--- config.mk ---
export PLATFORM = sky130hd
export DESIGN_NAME = tdp_ctrl
export DESIGN_NICKNAME = d
export VERILOG_FILES = /design/src/hdl/tdp_pkg.sv /design/src/hdl/tdp_ctrl.sv
export SDC_FILE = /design/constraint.sdc
export NUM_CORES = 1
export LEC_CHECK = 0
export BUFFER_PORTS_ARGS = -buffer_cell sky130_fd_sc_hd__buf_2
export CELL_PAD_IN_SITES_DETAIL_PLACEMENT = 1
export CELL_PAD_IN_SITES_GLOBAL_PLACEMENT = 2
export CORE_ASPECT_RATIO = 1.2
export CORE_MARGIN = 2
export CORE_UTILIZATION = 22
export CTS_CLUSTER_DIAMETER = 60
export DETAILED_ROUTE_END_ITERATION = 10
export PLACE_DENSITY_LB_ADDON = 0.3
export SLEW_MARGIN = 20
export SYNTH_ARGS = -nofsm -noshare
export SYNTH_HDL_FRONTEND = slang
export SYNTH_SLANG_ARGS = --single-unit
--- constraint.sdc ---
create_clock -name clk -period 2.5 [get_ports clk]
set_clock_uncertainty 0.2 [all_clocks]
set_input_delay 0.25 -clock clk [delete_from_list [all_inputs] [get_ports clk]]
set_output_delay 0.25 -clock clk [all_outputs]
set_load 0.03 [all_outputs]
--- src/hdl/tdp_pkg.sv ---
`default_nettype none
// ----------------------------------------------------------------------------
// tdp_pkg
// Shared constants and command/status types of the trial division prime test.
// ----------------------------------------------------------------------------
package tdp_pkg;

  localparam int TABLE_DEPTH = 8192;
  localparam int ADDR_W      = (TABLE_DEPTH > 1) ? $clog2(TABLE_DEPTH) : 1;
  localparam int COUNT_W     = $clog2(TABLE_DEPTH + 1);
  localparam int VALUE_W     = 31;
  localparam int PRIME_W     = 16;
  localparam int SQ_W        = 2 * PRIME_W;
  localparam int DIV_CNT_W   = $clog2(VALUE_W);

  localparam logic [PRIME_W-1:0]   FIRST_PRIME = PRIME_W'(2);
  localparam logic [DIV_CNT_W-1:0] DIV_LAST    = DIV_CNT_W'(VALUE_W - 1);
  localparam logic [COUNT_W-1:0]   COUNT_RESET = COUNT_W'(1);
  localparam logic [COUNT_W-1:0]   COUNT_FULL  = COUNT_W'(TABLE_DEPTH);

  // Controller to datapath commands
  typedef struct packed {
    logic load;       // capture a new candidate, rewind the table index
    logic latch_p;    // capture the table entry at the current index
    logic sq_init;    // square the divisor, arm the remainder unit
    logic div_step;   // one restoring remainder step
    logic next_k;     // advance to the next table entry
    logic verdict_we; // record the verdict
    logic verdict;    // 1 = prime
    logic emit;       // load the result register, append if due
  } cmd_t;

  // Datapath to controller status
  typedef struct packed {
    logic below_two;  // candidate below two
    logic k_end;      // every stored entry has been walked
    logic p_zero;     // current entry is zero
    logic sq_gt;      // divisor squared exceeds the candidate
    logic div_last;   // remainder unit takes its last step this cycle
    logic rem_zero;   // divisor divides the candidate
    logic out_free;   // result register may be loaded this cycle
  } sts_t;

endpackage
`default_nettype wire

--- src/hdl/tdp_ctrl.sv ---
`default_nettype none
// ----------------------------------------------------------------------------
// tdp_ctrl
// Sequencer of the table walk: fetch, square test, remainder, verdict.
// ----------------------------------------------------------------------------
module tdp_ctrl (
  input  wire logic          clk,
  input  wire logic          rst,
  input  wire logic          in_valid,
  output logic               in_ready,
  input  wire tdp_pkg::sts_t sts,
  output tdp_pkg::cmd_t      cmd
);
  import tdp_pkg::*;

  typedef enum logic [2:0] {
    S_IDLE,
    S_START,
    S_FETCH,
    S_SQUARE,
    S_COMPARE,
    S_DIVIDE,
    S_DECIDE,
    S_FINISH
  } state_t;

  state_t state;
  state_t state_next;

  assign in_ready = (state == S_IDLE);

  always_comb begin
    cmd        = '0;
    state_next = state;
    case (state)
      S_IDLE: begin
        if (in_valid) begin
          cmd.load   = 1'b1;
          state_next = S_START;
        end
      end
      S_START: begin
        if (sts.below_two) begin
          cmd.verdict_we = 1'b1;
          cmd.verdict    = 1'b0;
          state_next     = S_FINISH;
        end else if (sts.k_end) begin
          cmd.verdict_we = 1'b1;
          cmd.verdict    = 1'b1;
          state_next     = S_FINISH;
        end else begin
          state_next = S_FETCH;
        end
      end
      S_FETCH: begin
        cmd.latch_p = 1'b1;
        state_next  = S_SQUARE;
      end
      S_SQUARE: begin
        cmd.sq_init = 1'b1;
        state_next  = S_COMPARE;
      end
      S_COMPARE: begin
        if (sts.p_zero) begin
          cmd.next_k = 1'b1;
          state_next = S_START;
        end else if (sts.sq_gt) begin
          cmd.verdict_we = 1'b1;
          cmd.verdict    = 1'b1;
          state_next     = S_FINISH;
        end else begin
          state_next = S_DIVIDE;
        end
      end
      S_DIVIDE: begin
        cmd.div_step = 1'b1;
        if (sts.div_last) begin
          state_next = S_DECIDE;
        end
      end
      S_DECIDE: begin
        if (sts.rem_zero) begin
          cmd.verdict_we = 1'b1;
          cmd.verdict    = 1'b0;
          state_next     = S_FINISH;
        end else begin
          cmd.next_k = 1'b1;
          state_next = S_START;
        end
      end
      S_FINISH: begin
        if (sts.out_free) begin
          cmd.emit   = 1'b1;
          state_next = S_IDLE;
        end
      end
      default: begin
        state_next = S_IDLE;
      end
    endcase
  end

  always_ff @(posedge clk) begin
    if (rst) begin
      state <= S_IDLE;
    end else begin
      state <= state_next;
    end
  end

endmodule
`default_nettype wire

# [Word-level counts from Yosys, hierarchy flattened]
# Index checks and enable logic that the tools add are counted.
[totals] reg_bits=3 inputBits=10 out_inout_bits=9 wordCells=38
[classes] n_eq_ne=10 mux=25 n_reduce_logical=2
[ops] operator="3-bit one-hot mux with 8 select lines" count=1
[ops] operator="3-bit two-way mux" count=7
[ops] operator="3-bit equality test, second input constant" count=4
[ops] operator="2-bit two-way mux" count=6
[ops] operator="1-bit two-way mux" count=9
[ops] operator="3-bit by 2-bit equality test with 1-bit output, second input constant" count=2
[ops] operator="2-bit != test, second input constant" count=3
[ops] operator="2-bit one-hot mux with 3 select lines" count=1
[ops] operator="3-bit by 1-bit equality test with 1-bit output, second input constant" count=1
[ops] operator="3-bit zero test" count=1
[ops] operator="3-bit AND reduction" count=1
[ops] operator="1-bit one-hot mux with 2 select lines" count=1

# [Depth between registers and ports, before layout]
[logic_depth] word_depth=3 depth_mapped=5 depth_no_buf=4

# [Worst setup path before layout]
# Ideal clock, no wire load.
[synth_path] path_kind="register to output" start="register state[0]" end="output cmd[7] (netlist bit)" arrival_ps=1310 setup_slack_ps=740 path_stages_with_launch=4 cell_sequence="dfxtp_1 > buf_6 > nor3_2 > and2_1"
[synth_rtl] item="from (decl)" line_no="tdp_ctrl.sv:27" text="state_t state;"
[synth_rtl] item="from (signal assigned)" line_no="tdp_ctrl.sv:107" text="state <= state_next;"
[synth_rtl] item="to (decl)" line_no="tdp_ctrl.sv:12" text="output tdp_pkg::cmd_t cmd"

==> impl_metrics.json <==
{
  "critical-path-slowest-cell": "dfxtp_1",
  "rsz0062_at_grt": "false",
  "path_cells": "nor2b_1 > o211ai_1 > o211ai_1 > buf_2",
  "min_path_type": "in -> reg",
  "yosys-top-cells-count": "a21oi_1 (6), nand2_1 (4), nor2_1 (4)",
  "tightest_slew_ns": 0.562,
  "post_cts_buffers": 0,
  "synth_cells": 47,
  "reg2reg_from": "state[2]",
  "crit_fanout": 13,
  "yosysTopAreaCell": "dfxtp_1",
  "drv_cap": 0,
  "vias": 425,
  "criticalPathCategory": "reg -> out",
  "worstPathArrival_ns": 1.59,
  "cts_max_path_buffers": 2,
  "die_w_um": 40.6,
  "antenna_found_initial": 0,
  "via_per_inst": 5.12,
  "ir_drop_mv": 0.171,
  "cts.sinks": 3,
  "coreArea_um2": 1460,
  "setup_violations": 0,
  "largest_reg_flops": 3,
  "fin_util_pct": 31.2,
  "yosys.area.top_type_share_pct": 17.0,
  "async_flop_share_pct": 0,
  "drt.antenna.violating_nets": 0,
  "firstDrtPassIters": 4,
  "synthToLayoutAreaGrowth_pct": 29.4,
  "ys_dominant_reg_cell": "dfxtp_1",
  "grt_pass1_wl_mm": 1.70,
  "syn_area_um2": 353,
  "avgSynthCellArea_um2": 7.51,
  "leakage_nw": 0.200,
  "ioPinCount": 19,
  "synth_cell_types": 25,
  "fin_tns_setup_ns": 0,
  "synth_edf_count": 0,
  "hold_path.startpoint": "rst",
  "diodes": 0,
  "cp.required_ns": 2.05,
  "grt_pass1_vias": 408,
  "synth_seq_cells": 3,
  "final.min_clock_period_ns": 2.04,
  "cpMostUsedCell": "o211ai_1",
  "die_area_um2": 1940,
  "finalNetCount": 77,
  "critPathTopFamily": "flip-flops",
  "wl_per_cell_um": 12.5,
  "die_y_um": 47.9,
  "portBuffers": 18,
  "finalWirelength_mm": 1.03,
  "drive_gt1_share_pct": 42.4,
  "reg.largest.list": "state (3)",
  "cts_tree": "yes",
  "post_cts.resized_instances": 0,
  "cts-buffers-inserted": 3,
  "status": "completed",
  "yosys_warnings": 0,
  "regMostFlops": "state",
  "crit_start": "state[0]",
  "synth_area_leaders": "dfxtp_1 (17%), buf_6 (9.6%), a21oi_1 (8.5%), o211ai_1 (6.4%), nor3_2 (5.7%)",
  "path_clk_slew_ns": 0.04,
  "grt_overflow_total": 0,
  "stdcell_area_um2": 457,
  "drtIter0Drc": 12,
  "insertion_delay_ns": 0.23,
  "fmax_mhz": 490,
  "dp_hpwl_um": 785,
  "htree_levels": 1,
  "path_buf_inv": 1,
  "grt_start_max_net_pins": 17,
  "ys_seq_area_share_pct": 17.0,
  "ctsRootBufferMaster": "clkbuf_4",
  "globalplace.congestion": 0.722,
  "power.density_nw_per_um2": 577,
  "place_area_um2": 430,
  "worst_setup_path_end_kind": "output pin",
  "rows": 15,
  "initial_core_util_pct": 24.1,
  "worst_slew_margin_rel_pct": 62.5,
  "ctsHoldBuffers": 0,
  "period_share_pct": 81.7,
  "yosysMostFrequentCell": "a21oi_1",
  "hold_viol_final": 0,
  "slowest_delay_ns": 0.59,
  "track_usage_pct": 13.0,
  "drc_errors": 0,
  "syn_nets": 57,
  "final-max-slew-violation-count": 0,
  "cp-start-kind": "flip-flop"
}
-- kinds of logic (layout without fill, tap and decap cells) --
| logic type | after synthesis | count (layout) | synth area share (%) |
|---|---|---|---|
| AO/OA/AOI/OAI | 14 | 14 | 25.9 |
| flip-flops | 3 | 3 | 17.0 |
| AND/OR/NAND/NOR | 25 | 25 | 45.4 |
| buffers and inverters | 5 | 24 | 11.7 |
-- cells in the final DEF, fill, tap and decap left out --
master / synthesis / routed
buf_2: 0 / 18
o2bb2ai_1: 1 / 1
nand4b_1: 1 / 1
nand2_2: 1 / 1
nor2_1: 4 / 4
clkbuf_4: 0 / 3
a311o_1: 1 / 1
a31oi_1: 1 / 1
nor4_2: 1 / 1
nor3_2: 2 / 2
o21ai_0: 1 / 1
nand2_1: 4 / 4
o211ai_1: 3 / 3
nand3_1: 2 / 2
and2_1: 1 / 1
a22o_1: 1 / 1
dfxtp_1: 3 / 3
inv_2: 2 / 2
nand3b_1: 1 / 1
and2_2: 1 / 1
nor2b_1: 3 / 3
a21oi_1: 6 / 6
nor4bb_1: 1 / 1
clkbuf_1: 0 / 1
nor3_1: 1 / 1
nor3b_1: 1 / 1
and4b_1: 1 / 1
-- per-stage QoR --
| step | total power [mW] | cells | hold WS, ns | worst slack, ns |
|---|---|---|---|---|
| 3_5_place_dp | 0.183 | 79 | 0.264 | 0.671 |
| 3_3_place_gp | 0.181 | 79 | 0.278 | 0.674 |
| 2_1_floorplan | 0.157 | 47 | 0.119 | 0.740 |
| 4_1_cts | 0.269 | 83 | 0.0189 | 0.420 |
| 6_report | 0.263 | 83 | 0.0236 | 0.458 |
| 5_1_grt | 0.289 | 83 | 0.0212 | 0.243 |
-- routing by layer --
layer / vias to the layer above / track usage, % / share of wire (%)
li1: 215 / - / -
met1: 196 / 16.6 / 47
met2: 14 / 21.6 / 48
met3: 0 / 2.79 / 4.4
met4: 0 / 4.00 / 0
met5: - / 0 / 0
-- power breakdown --
group / total, mW / switching, mW / internal, mW
sequential: 0.0753 / 0.0217 / 0.0537
combinational: 0.104 / 0.0622 / 0.0423
clock: 0.0836 / 0.0238 / 0.0597
-- worst register-to-register path, cell delays in order, from the launching register on --
cell and delay (ns):
dfxtp_1 0.59, nor4bb_1 0.40, nor3_2 0.09, nor3b_1 0.15, a22o_1 0.24
-- worst paths after layout --
check / end / slack, ns / depth (start not counted)
worst max-delay path: cmd[2] / 0.46 / 4
worst min-delay path: state[0] / 0.02 / 2
worst max register to register: state[2] / 0.72 / 4
worst min register to register: state[0] / 0.59 / 3
-- layout make-up --
class / instances / area [µm²]
clock buffer: 4 / 26.3
fill: 199 / 1010
inverter: 2 / 7.51
multi-input combinational: 39 / 251
sequential: 3 / 60.1
tap: 17 / 21.3
timing repair buffer: 18 / 90.1
(Power assumes the default switching activity.)
